[config.mk]
export PLATFORM = sky130hd
export DESIGN_NAME = trimmed_mean_adc_calibrator
export DESIGN_NICKNAME = d
export VERILOG_FILES = /design/src/rtl/tmac_pkg.sv /design/src/rtl/tmac_div.sv /design/src/rtl/tmac_dp.sv /design/src/rtl/tmac_ctrl.sv /design/src/rtl/trimmed_mean_adc_calibrator.sv
export SDC_FILE = /design/constraint.sdc
export NUM_CORES = 1
export LEC_CHECK = 0
export BUFFER_PORTS_ARGS = -buffer_cell sky130_fd_sc_hd__buf_2
export CAP_MARGIN = 20
export CORE_ASPECT_RATIO = 1.1
export CORE_MARGIN = 2
export CORE_UTILIZATION = 64
export CTS_CLUSTER_DIAMETER = 60
export CTS_CLUSTER_SIZE = 24
export DETAILED_ROUTE_END_ITERATION = 8
export PLACE_DENSITY = 0.82
export RECOVER_POWER = 50
export SLEW_MARGIN = 40
export SYNTH_ARGS = -nofsm -noshare
export SYNTH_HDL_FRONTEND = slang
export SYNTH_HIERARCHICAL = 1
export SYNTH_SLANG_ARGS = --single-unit
[constraint.sdc]
create_clock -name clock -period 11.8 [get_ports clock]
set_clock_uncertainty 0.1 [all_clocks]
set_input_delay 0.59 -clock clock [delete_from_list [all_inputs] [get_ports clock]]
set_output_delay 0.59 -clock clock [all_outputs]
set_load 0.02 [all_outputs]
[src/rtl/tmac_pkg.sv]
`timescale 1ns / 1ps
package tmac_pkg;

   // group and table sizing
   localparam int SAMPLES    = 7;
   localparam int CHANNELS   = 8;
   localparam int OUT_MIN    = 0;
   localparam int OUT_MAX    = 1023;
   localparam int DROPPED    = 2;
   localparam int SAMPLE_TOP = 1023;

   // request word kinds
   localparam logic ACT_CAL    = 1'b0;
   localparam logic ACT_SAMPLE = 1'b1;

   // field widths
   localparam int SAMPLE_W = 10;
   localparam int CHAN_W   = 3;
   localparam int VAL_W    = 21;

   // derived widths
   localparam int CNT_W  = $clog2(SAMPLES + 1);
   localparam int SUM_W  = $clog2(SAMPLES * SAMPLE_TOP + 1);
   localparam int DIFF_W = SAMPLE_W + 1;
   localparam int PROD_W = 2 * DIFF_W;
   localparam int DVD_W  = 20;
   localparam int DCNT_W = $clog2(DVD_W + 1);

   // mean by reciprocal multiply, exact for every trimmed sum
   localparam int KEPT       = SAMPLES - DROPPED;
   localparam int MEAN_SHIFT = 18;
   localparam int MEAN_RECIP = (2 ** MEAN_SHIFT + KEPT - 1) / KEPT;
   localparam int RECIP_W    = MEAN_SHIFT + 1;
   localparam int MPROD_W    = SUM_W + RECIP_W;

   // controller states
   typedef enum logic [2:0] {
      ST_IDLE,
      ST_TRIM,
      ST_MAP,
      ST_CHECK,
      ST_MAP_DIV,
      ST_DONE
   } tmac_state_type;

   // commands from controller to datapath
   typedef struct packed {
      logic acc_en;
      logic cal_wr;
      logic trim_start;
      logic map_load;
      logic map_div_start;
      logic out_load;
   } tmac_cmd_type;

   // status from datapath to controller
   typedef struct packed {
      logic last_sample;
      logic div_done;
      logic span_zero;
      logic out_free;
   } tmac_sts_type;

endpackage

[src/rtl/tmac_div.sv]
`timescale 1ns / 1ps
module tmac_div (
   input  logic                          clock,
   input  logic                          reset,
   input  logic                          start,
   input  logic [tmac_pkg::DVD_W-1:0]    dividend,
   input  logic [tmac_pkg::SAMPLE_W-1:0] divisor,
   output logic                          done,
   output logic [tmac_pkg::DVD_W-1:0]    quotient
);

   localparam int DvdW  = tmac_pkg::DVD_W;
   localparam int DivW  = tmac_pkg::SAMPLE_W;
   localparam int DcntW = tmac_pkg::DCNT_W;

   logic [DvdW-1:0]  quo_ff, quo_in;
   logic [DivW-1:0]  rem_ff, rem_in;
   logic [DivW-1:0]  dvs_ff, dvs_in;
   logic [DcntW-1:0] cnt_ff, cnt_in;
   logic             busy_ff, busy_in;
   logic             done_ff, done_in;
   logic [DivW:0]    shifted;
   logic [DivW:0]    trial;

   // one restoring step per cycle, quotient bits shift in from the right
   always_comb begin
      shifted = {rem_ff, quo_ff[DvdW-1]};
      trial   = shifted - {1'b0, dvs_ff};
      quo_in  = quo_ff;
      rem_in  = rem_ff;
      dvs_in  = dvs_ff;
      cnt_in  = cnt_ff;
      busy_in = busy_ff;
      done_in = 1'b0;
      if (start) begin
         quo_in  = dividend;
         rem_in  = '0;
         dvs_in  = divisor;
         cnt_in  = DcntW'(DvdW);
         busy_in = 1'b1;
      end else if (busy_ff) begin
         if (shifted >= {1'b0, dvs_ff}) begin
            rem_in = trial[DivW-1:0];
            quo_in = {quo_ff[DvdW-2:0], 1'b1};
         end else begin
            rem_in = shifted[DivW-1:0];
            quo_in = {quo_ff[DvdW-2:0], 1'b0};
         end
         cnt_in = cnt_ff - 1'b1;
         if (cnt_ff == DcntW'(1)) begin
            busy_in = 1'b0;
            done_in = 1'b1;
         end
      end
   end

   // control state
   always_ff @(posedge clock) begin
      if (reset) begin
         busy_ff <= 1'b0;
         done_ff <= 1'b0;
         cnt_ff  <= '0;
      end else begin
         busy_ff <= busy_in;
         done_ff <= done_in;
         cnt_ff  <= cnt_in;
      end
   end

   // working registers
   always_ff @(posedge clock) begin
      quo_ff <= quo_in;
      rem_ff <= rem_in;
      dvs_ff <= dvs_in;
   end

   assign done     = done_ff;
   assign quotient = quo_ff;

endmodule

[src/rtl/tmac_dp.sv]
`timescale 1ns / 1ps
module tmac_dp (
   input  logic                          clock,
   input  logic                          reset,
   input  logic [tmac_pkg::CHAN_W-1:0]   req_channel,
   input  logic [tmac_pkg::SAMPLE_W-1:0] req_sample,
   input  logic [tmac_pkg::SAMPLE_W-1:0] req_cal_low,
   input  logic [tmac_pkg::SAMPLE_W-1:0] req_cal_high,
   input  tmac_pkg::tmac_cmd_type        cmd,
   output tmac_pkg::tmac_sts_type        sts,
   input  logic                          rsp_stall,
   output logic                          rsp_valid,
   output logic signed [tmac_pkg::VAL_W-1:0] rsp_value,
   output logic [tmac_pkg::CHAN_W-1:0]   rsp_out_channel,
   output logic                          rsp_span_error
);

   localparam int CntW    = tmac_pkg::CNT_W;
   localparam int SumW    = tmac_pkg::SUM_W;
   localparam int SampleW = tmac_pkg::SAMPLE_W;
   localparam int ChanW   = tmac_pkg::CHAN_W;
   localparam int DiffW   = tmac_pkg::DIFF_W;
   localparam int ProdW   = tmac_pkg::PROD_W;
   localparam int DvdW    = tmac_pkg::DVD_W;
   localparam int ValW    = tmac_pkg::VAL_W;
   localparam int Chans   = tmac_pkg::CHANNELS;
   localparam int MprodW  = tmac_pkg::MPROD_W;

   // running group
   logic [CntW-1:0]    cnt_ff, cnt_in;
   logic [SumW-1:0]    sum_ff, sum_in;
   logic [SampleW-1:0] min_ff, min_in;
   logic [SampleW-1:0] max_ff, max_in;
   logic [ChanW-1:0]   chan_ff;

   // calibration tables
   logic [SampleW-1:0] cal_low_ff  [Chans];
   logic [SampleW-1:0] cal_high_ff [Chans];

   // trimmed mean
   logic [SampleW-1:0] mean_ff;

   // mapping stage
   logic [DvdW-1:0]    num_mag_ff;
   logic [SampleW-1:0] den_mag_ff;
   logic               neg_ff;
   logic               span_ff;

   // result register
   logic                   rsp_valid_ff, rsp_valid_in;
   logic signed [ValW-1:0] rsp_value_ff;
   logic [ChanW-1:0]       rsp_chan_ff;
   logic                   rsp_err_ff;

   // divider hookup
   logic                div_start;
   logic [DvdW-1:0]     div_dividend;
   logic [SampleW-1:0]  div_divisor;
   logic                div_done;
   logic [DvdW-1:0]     div_quo;

   logic [SumW-1:0]        trimmed;
   logic [MprodW-1:0]      mean_prod;
   logic [SampleW-1:0]     low_sel;
   logic [SampleW-1:0]     high_sel;
   logic signed [DiffW-1:0] num_diff;
   logic signed [DiffW-1:0] den_diff;
   logic signed [ProdW-1:0] scale;
   logic signed [ProdW-1:0] prod;
   logic signed [ProdW-1:0] prod_mag;
   logic signed [DiffW-1:0] den_abs;
   logic signed [ValW-1:0]  quo_s;
   logic signed [ValW-1:0]  res_s;

   // accumulate sum, minimum and maximum; cleared when the group closes
   always_comb begin
      cnt_in = cnt_ff;
      sum_in = sum_ff;
      min_in = min_ff;
      max_in = max_ff;
      if (cmd.trim_start) begin
         cnt_in = '0;
         sum_in = '0;
         min_in = SampleW'(tmac_pkg::SAMPLE_TOP);
         max_in = '0;
      end else if (cmd.acc_en) begin
         cnt_in = cnt_ff + 1'b1;
         sum_in = sum_ff + SumW'(req_sample);
         if (req_sample < min_ff) begin
            min_in = req_sample;
         end
         if (req_sample > max_ff) begin
            max_in = req_sample;
         end
      end
   end

   always_ff @(posedge clock) begin
      if (reset) begin
         cnt_ff <= '0;
         sum_ff <= '0;
         min_ff <= SampleW'(tmac_pkg::SAMPLE_TOP);
         max_ff <= '0;
      end else begin
         cnt_ff <= cnt_in;
         sum_ff <= sum_in;
         min_ff <= min_in;
         max_ff <= max_in;
      end
   end

   // channel of the latest sample, the closing one selects the calibration
   always_ff @(posedge clock) begin
      if (cmd.acc_en) begin
         chan_ff <= req_channel;
      end
   end

   // calibration pair write
   always_ff @(posedge clock) begin
      if (reset) begin
         for (int i = 0; i < Chans; i++) begin
            cal_low_ff[i]  <= '0;
            cal_high_ff[i] <= SampleW'(tmac_pkg::SAMPLE_TOP);
         end
      end else if (cmd.cal_wr) begin
         cal_low_ff[req_channel]  <= req_cal_low;
         cal_high_ff[req_channel] <= req_cal_high;
      end
   end

   // trimmed sum over the kept count, by reciprocal multiply and shift
   assign trimmed   = sum_ff - SumW'(min_ff) - SumW'(max_ff);
   assign mean_prod = MprodW'(trimmed) * MprodW'(tmac_pkg::MEAN_RECIP);

   always_ff @(posedge clock) begin
      if (cmd.trim_start) begin
         mean_ff <= mean_prod[tmac_pkg::MEAN_SHIFT +: SampleW];
      end
   end

   // divider for the mapping
   assign div_start    = cmd.map_div_start;
   assign div_dividend = num_mag_ff;
   assign div_divisor  = den_mag_ff;

   tmac_div u_div (
      .clock    (clock),
      .reset    (reset),
      .start    (div_start),
      .dividend (div_dividend),
      .divisor  (div_divisor),
      .done     (div_done),
      .quotient (div_quo)
   );

   // linear map numerator and span, split into magnitude and sign
   always_comb begin
      low_sel  = cal_low_ff[chan_ff];
      high_sel = cal_high_ff[chan_ff];
      num_diff = $signed({1'b0, mean_ff}) - $signed({1'b0, low_sel});
      den_diff = $signed({1'b0, high_sel}) - $signed({1'b0, low_sel});
      scale    = ProdW'(tmac_pkg::OUT_MAX - tmac_pkg::OUT_MIN);
      prod     = ProdW'(num_diff) * scale;
      prod_mag = prod[ProdW-1] ? -prod : prod;
      den_abs  = den_diff[DiffW-1] ? -den_diff : den_diff;
   end

   always_ff @(posedge clock) begin
      if (cmd.map_load) begin
         num_mag_ff <= prod_mag[DvdW-1:0];
         den_mag_ff <= den_abs[SampleW-1:0];
         neg_ff     <= prod[ProdW-1] ^ den_diff[DiffW-1];
         span_ff    <= (den_diff == '0);
      end
   end

   // signed quotient, truncated toward zero
   always_comb begin
      quo_s = $signed({1'b0, div_quo});
      res_s = neg_ff ? -quo_s : quo_s;
   end

   // result word register
   always_comb begin
      rsp_valid_in = rsp_valid_ff;
      if (cmd.out_load) begin
         rsp_valid_in = 1'b1;
      end else if (rsp_valid_ff && !rsp_stall) begin
         rsp_valid_in = 1'b0;
      end
   end

   always_ff @(posedge clock) begin
      if (reset) begin
         rsp_valid_ff <= 1'b0;
      end else begin
         rsp_valid_ff <= rsp_valid_in;
      end
   end

   always_ff @(posedge clock) begin
      if (cmd.out_load) begin
         rsp_value_ff <= span_ff ? ValW'(tmac_pkg::OUT_MIN) :
                         res_s + ValW'(tmac_pkg::OUT_MIN);
         rsp_chan_ff  <= chan_ff;
         rsp_err_ff   <= span_ff;
      end
   end

   // status back to the controller
   assign sts.last_sample = (cnt_ff == CntW'(tmac_pkg::SAMPLES - 1));
   assign sts.div_done    = div_done;
   assign sts.span_zero   = span_ff;
   assign sts.out_free    = !rsp_valid_ff || !rsp_stall;

   assign rsp_valid       = rsp_valid_ff;
   assign rsp_value       = rsp_value_ff;
   assign rsp_out_channel = rsp_chan_ff;
   assign rsp_span_error  = rsp_err_ff;

endmodule

[src/rtl/tmac_ctrl.sv]
`timescale 1ns / 1ps
module tmac_ctrl (
   input  logic                   clock,
   input  logic                   reset,
   input  logic                   req_valid,
   input  logic                   req_action,
   output logic                   req_stall,
   input  tmac_pkg::tmac_sts_type sts,
   output tmac_pkg::tmac_cmd_type cmd
);

   tmac_pkg::tmac_state_type state_ff, state_in;

   // state register
   always_ff @(posedge clock) begin
      if (reset) begin
         state_ff <= tmac_pkg::ST_IDLE;
      end else begin
         state_ff <= state_in;
      end
   end

   // next state and commands
   always_comb begin
      state_in  = state_ff;
      cmd       = '0;
      req_stall = 1'b1;
      case (state_ff)
         tmac_pkg::ST_IDLE: begin
            req_stall = 1'b0;
            if (req_valid) begin
               if (req_action == tmac_pkg::ACT_SAMPLE) begin
                  cmd.acc_en = 1'b1;
                  if (sts.last_sample) begin
                     state_in = tmac_pkg::ST_TRIM;
                  end
               end else begin
                  cmd.cal_wr = 1'b1;
               end
            end
         end
         tmac_pkg::ST_TRIM: begin
            cmd.trim_start = 1'b1;
            state_in       = tmac_pkg::ST_MAP;
         end
         tmac_pkg::ST_MAP: begin
            cmd.map_load = 1'b1;
            state_in     = tmac_pkg::ST_CHECK;
         end
         tmac_pkg::ST_CHECK: begin
            if (sts.span_zero) begin
               state_in = tmac_pkg::ST_DONE;
            end else begin
               cmd.map_div_start = 1'b1;
               state_in          = tmac_pkg::ST_MAP_DIV;
            end
         end
         tmac_pkg::ST_MAP_DIV: begin
            if (sts.div_done) begin
               state_in = tmac_pkg::ST_DONE;
            end
         end
         tmac_pkg::ST_DONE: begin
            if (sts.out_free) begin
               cmd.out_load = 1'b1;
               state_in     = tmac_pkg::ST_IDLE;
            end
         end
         default: begin
            state_in = tmac_pkg::ST_IDLE;
         end
      endcase
   end

endmodule

[src/rtl/trimmed_mean_adc_calibrator.sv]
`timescale 1ns / 1ps
// Trimmed-mean averager with per-channel linear calibration.
// Request channel (req_valid / req_stall): each word either writes a
// calibration low/high pair for req_channel (req_action = 0) or delivers one
// raw sample (req_action = 1). Samples of any channel build one group; the
// seventh sample closes it, the largest and smallest are dropped, the rest is
// averaged and mapped through the pair of the closing sample's channel.
// Response channel (rsp_valid / rsp_stall): one word per closed group with the
// signed value, the closing channel and a flag for a zero calibration span.
// Throughput: calibration writes and samples that do not close a group are
// taken at one per cycle. A closing sample keeps the request side stalled: the
// mean comes from a reciprocal multiply, then a restoring divider scales it at
// one bit per cycle (skipped when the span is zero); the word waits for a free
// response register, and requests are taken again once it appears.
// The response register holds one finished word, so new requests are taken
// while it waits; a second closed group waits for the first to be taken.
// A stalled response word holds its value. Reset (synchronous, active high)
// clears the running group, sets every calibration pair to low 0 / high 1023
// and drops any pending response.
module trimmed_mean_adc_calibrator (
   input  logic                          clock,
   input  logic                          reset,
   input  logic                          req_valid,
   output logic                          req_stall,
   input  logic                          req_action,
   input  logic [tmac_pkg::CHAN_W-1:0]   req_channel,
   input  logic [tmac_pkg::SAMPLE_W-1:0] req_sample,
   input  logic [tmac_pkg::SAMPLE_W-1:0] req_cal_low,
   input  logic [tmac_pkg::SAMPLE_W-1:0] req_cal_high,
   output logic                          rsp_valid,
   input  logic                          rsp_stall,
   output logic signed [tmac_pkg::VAL_W-1:0] rsp_value,
   output logic [tmac_pkg::CHAN_W-1:0]   rsp_out_channel,
   output logic                          rsp_span_error
);

   tmac_pkg::tmac_cmd_type cmd;
   tmac_pkg::tmac_sts_type sts;

   // sequencer
   tmac_ctrl u_ctrl (
      .clock      (clock),
      .reset      (reset),
      .req_valid  (req_valid),
      .req_action (req_action),
      .req_stall  (req_stall),
      .sts        (sts),
      .cmd        (cmd)
   );

   // accumulators, tables, divider and response register
   tmac_dp u_dp (
      .clock           (clock),
      .reset           (reset),
      .req_channel     (req_channel),
      .req_sample      (req_sample),
      .req_cal_low     (req_cal_low),
      .req_cal_high    (req_cal_high),
      .cmd             (cmd),
      .sts             (sts),
      .rsp_stall       (rsp_stall),
      .rsp_valid       (rsp_valid),
      .rsp_value       (rsp_value),
      .rsp_out_channel (rsp_out_channel),
      .rsp_span_error  (rsp_span_error)
   );

endmodule

* After elaboration in Yosys (flattened, before gate mapping) *
Memories as Yosys holds them, arrays and structs flattened. A register that Yosys moved wholly into a read port is not among the register bits.
Cells that the tools add are included.

cells by class
  equality and inequality tests = 12
  bitwise gates (word level) = 3
  $mul = 2
  muxes and demuxes = 46
  $add $sub $neg = 11
  reduce and logical (&&, ||, !) cells = 17
  order comparisons = 3

operator list
  kind                      number
  $mux W20                  4
  $mux W10                  4
  $mul A13 B16 Y28 const B  1
  $mux W3                   9
  $sub A13 B10 Y13          2
  $mux W1                   24
  $mul A11 B11 Y22 const B  1
  $sub A10 B10 Y11          2
  $neg A20 Y21              1
  $neg A20 Y20              1
  $reduce_or A10 Y1         2
  $pmux W3 S6               1
  $add A13 B10 Y13          1
  $ge A11 B10 Y1            1
  $logic_not A11 Y1         1
  $gt A10 B10 Y1            1
  $lt A10 B10 Y1            1
  $mux W5                   2
  $neg A10 Y10              1
  $sub A10 B10 Y10          1
  $eq A3 B3 Y1 const B      3
  $ne A2 B2 Y1 const B      4
  $eq A3 B2 Y1 const B      2
  $reduce_or A2 Y1          3
  16 further kinds          21

word-level totals
  memories kept = 2
  word-level logic and storage cells = 119
  bits in registers = 157
  output and inout bits = 27
  bits of input ports = 38
  RAM bits = 160

memory list
  name              depth  bits a word  rd ports  clocked after memory_dff  wr ports  RTL line       source
  u_dp.cal_high_ff  8      10           1         1                         8         tmac_dp.sv:38  logic [SampleW-1:0] cal_high_ff [Chans];
  u_dp.cal_low_ff   8      10           1         1                         8         tmac_dp.sv:37  logic [SampleW-1:0] cal_low_ff [Chans];

* Longest topological paths before layout *
  word-level depth = 8
  depth in mapped cells = 34
  mapped depth without buffers = 30

* Hierarchy *
Netlist, hierarchy kept.

by module, submodules not included
  module     cells each  seq. area each (um2)  times used  area each (um2)
  tmac_dp    1,741       7,707.4               1           19,974.2
  tmac_div   200         1,241.2               1           2,371.0
  tmac_ctrl  30          60.1                  1           261.5

* Worst setup path after synthesis *
OpenSTA, ideal clock, no wires.

  path kind = register to register
  from = register (tool-made name)
  to = register u_dp.num_mag_ff[19], in the netlist u_dp/div_dividend[19], data pin
  buffers on the path = 3
  stages on the path, launching flop included = 31
  data required time = 11.440 ns
  library setup time = 0.260 ns
  clock period less this slack = 8.598 ns
  arrival time = 8.238 ns
  slack = 3.202 ns
  cell sequence = dfxtp_1 clkbuf_1 buf_1 mux4_2 mux2i_1 ha_1 nor2b_1 o21ai_0 a21oi_1 o21a_1 o311ai_0 ha_1 inv_1 fa_1 inv_1 fa_1 fa_1 inv_1 fa_1 inv_1 ha_1 clkbuf_1 a21o_1 a21o_1 a21oi_1 o31a_1 xor2_1 and3_1 nor3b_1 a31oi_1 xnor2_1

RTL lines
  what                    RTL line        source
  end signal: assignment  tmac_dp.sv:171  num_mag_ff <= prod_mag[DvdW-1:0];
  end: declaration        tmac_dp.sv:44   logic [DvdW-1:0] num_mag_ff;

==> results_dict.tcl <==
set metrics [dict create \
    critPathMaxFanout 21 \
    required_ns 12.01 \
    cp_data_arrival_time_ns 10.21 \
    min_period_over_period 0.848 \
    cts_tree "yes" \
    cts.sinks 320 \
    fillers 2476 \
    ant_nets 0 \
    hpwl_mm 34.9 \
    clk_latency_ns 0.57 \
    yosysWarningCount 6 \
    crit_path_start_kind "register" \
    grtUsageTotal 0.257 \
    synthCells 1971 \
    portBuffers 64 \
    cts_buffers 24 \
    post_dp_cell_area_sq_um 23400 \
    synthTopCellsByArea "edfxtp_1 (35%), fa_1 (12%), ha_1 (11%)" \
    vias 14500 \
    clk_path_buf_depth 3 \
    dieHeight_um 201 \
    cts_resized 0 \
    synth.distinct_cells 85 \
    syn_area_per_cell_sq_um 11.5 \
    rr_worst_depth 27 \
    initial_core_util 0.647 \
    totalWireLength_mm 46.5 \
    finalWeightedCongestion 0.949 \
    drt-pass1-iter-count 8 \
    finalHoldViolCount 0 \
    antenna_cells 0 \
    die-area_sq_um 36800 \
    synth_area_sq_um 22600 \
    vias_per_cell 5.86 \
    synth_ff_type "edfxtp_1" \
    worstMarginPinSlew_ns 2.23 \
    synth_top_area_frac 0.345 \
    synth-async-reset-ratio 0 \
    fin_nets 2381 \
    hold_slack_ns 0.235 \
    synth_edf_count 260 \
    post_cts_buffers 0 \
    fin_crit_ns 10.01 \
    clockRootBuffer "clkbuf_16" \
    grt_start_max_net_pins 47 \
    final_cell_area_sq_um 24200 \
    synth_top_cell_by_area "edfxtp_1" \
    h-tree-depth 1 \
    grt_pass1_wl_mm 75.4 \
    drt_iter0_markers 894 \
    relSlewSlack -0.487 \
    ys_ff_latch 320 \
    rows 72 \
    syn-num-nets 2341 \
    grt_pass1_vias 15000 \
    outcome "complete, but fails checks" \
    io_pins 65 \
    slew_viol_final 107 \
    syn_to_final_growth_pct 6.83 \
    violations "max-capacitance violations, max-slew violations" \
    routedWlPerCell_um 18.8 \
    setup_tns_ns 0 \
    antenna_found_initial 2 \
    grt_overflow 0 \
    path_clk_slew_ns 0.09 \
    endpoint_kind "register" \
    min_path_cells 3 \
    rsz0062_at_grt "false" \
    hold_path.class "input port to register" \
    yosysSeqAreaShare 0.398 \
    critical_path_class "register to register" \
    setup_viol 0 \
    holdBufCountCts 0 \
    die_x_um 183 \
    cap_violations 4 \
    max_clock_freq_ghz 0.0999 \
    drive_above_1_share 0.102 \
    core_sq_um 35000 \
    drc 0 \
]
==> stage by stage <==
step / utilization / instances / setup slack [ns]
floorplan: - / 1971 / 3.20
global placement: 0.668 / 2426 / 2.71
detailed placement: 0.669 / 2428 / 2.66
CTS: 0.693 / 2472 / 2.62
global route: 0.691 / 2473 / 1.18
finish: 0.691 / 2473 / 1.79
==> synth_stat cells, types with 15 or more instances <==
cell,count
xor2_1,58
mux2i_1,43
nor2b_1,16
mux2_2,33
a21oi_1,52
inv_1,271
nand2b_1,31
o21ai_0,36
ha_1,202
xnor2_1,61
nand2_1,53
dfxtp_1,60
a21o_1,23
or3_1,71
fa_1,130
clkbuf_1,51
and2_1,85
nand3_1,20
nor2_1,137
mux4_2,40
a211oi_1,15
nor3_1,28
edfxtp_1,260
==> kinds of logic (layout without fill, tap and decap cells) <==
| group | count (synthesis) | in the layout | share of synthesized area |
|---|---|---|---|
| compound gates | 233 | 233 | 0.0721 |
| xor+xnor | 120 | 120 | 0.0468 |
| fa+ha+maj | 332 | 332 | 0.227 |
| buf+inv | 341 | 399 | 0.0587 |
| flops | 320 | 320 | 0.398 |
| mux | 116 | 116 | 0.0753 |
| simple gates | 509 | 509 | 0.122 |
==> cells in the final DEF, fill, tap and decap left out, drive strengths merged, types with 41 or more instances in the layout <==
cell / synthesis / final
buf: 18 / 41
nor2: 139 / 139
nand2: 54 / 54
inv: 272 / 282
clkbuf: 51 / 69
xnor2: 62 / 62
or3: 71 / 71
mux2i: 43 / 43
xor2: 58 / 58
ha: 202 / 202
a21oi: 53 / 53
edfxtp: 260 / 260
fa: 130 / 130
and2: 85 / 85
dfxtp: 60 / 60
==> layer usage <==
metal / GRT usage / part of all wire
met1: 0.334 / 0.41
met5: 0 / 0.00047
met2: 0.449 / 0.51
met3: 0.0288 / 0.048
met4: 0.0917 / 0.033
==> area by class of cell <==
cell class / count / area (sq um) / share of cell area
tap: 444 / 556 / 0.0230
sequential: 320 / 9010 / 0.373
clock buffer: 27 / 612 / 0.0253
clock inverter: 17 / 240 / 0.00995
timing repair buffer: 83 / 380 / 0.0157
multi-input combinational: 1310 / 12300 / 0.510
inverter: 272 / 1020 / 0.0423
==> final timing paths <==
| path | slack [ns] | startpoint | endpoint |
|---|---|---|---|
| hold / removal | 0.23 | req_sample[0] | u_dp/max_ff[0] |
| setup reg to reg | 1.79 | register | u_dp/div_dividend[10] |
| setup / recovery | 1.79 | register | u_dp/div_dividend[10] |
| hold reg to reg | 0.32 | u_dp/den_mag_ff[4] | u_dp/u_div/dvs_ff[4] |
==> critical path, cell delays in order (launching register included) <==
cell	delay [ns]
dfxtp_1	0.97
clkbuf_1	1.00
mux4_2	0.43
mux2_2	0.19
ha_1	0.18
inv_1	0.06
fa_1	0.40
a21oi_1	0.27
o2111ai_1	0.18
xor2_1	0.57
inv_1	0.22
fa_1	0.63
inv_1	0.07
fa_1	0.50
fa_1	0.53
fa_1	0.56
inv_1	0.06
fa_1	0.53
inv_1	0.04
ha_1	0.39
nand4_1	0.12
o21ai_1	0.33
nand3_1	0.12
a21oi_1	0.24
a31oi_1	0.24
xnor2_4	0.51
nor2_1	0.14
xor2_1	0.17
==> flip-flops by register name, indices dropped and copies added, names as in the netlist, 3 cells and up, named ones only <==
name,count
u_dp/rsp_value,21
u_dp/cnt_ff,3
u_dp/cal_low_ff,80
u_ctrl/state_ff,3
u_dp/u_div/dvs_ff,10
u_dp/den_mag_ff,10
u_dp/max_ff,10
u_dp/rsp_out_channel,3
u_dp/min_ff,10
u_dp/u_div/rem_ff,10
u_dp/sum_ff,13
u_dp/chan_ff,3
u_dp/cal_high_ff,80
u_dp/u_div/cnt_ff,5
u_dp/div_dividend,20
u_dp/mean_ff,10
u_dp/u_div/quotient,20
Power is left out: the tool's default activity adds up to more than one toggle a clock period on the data nets, which glitch-free logic cannot reach.
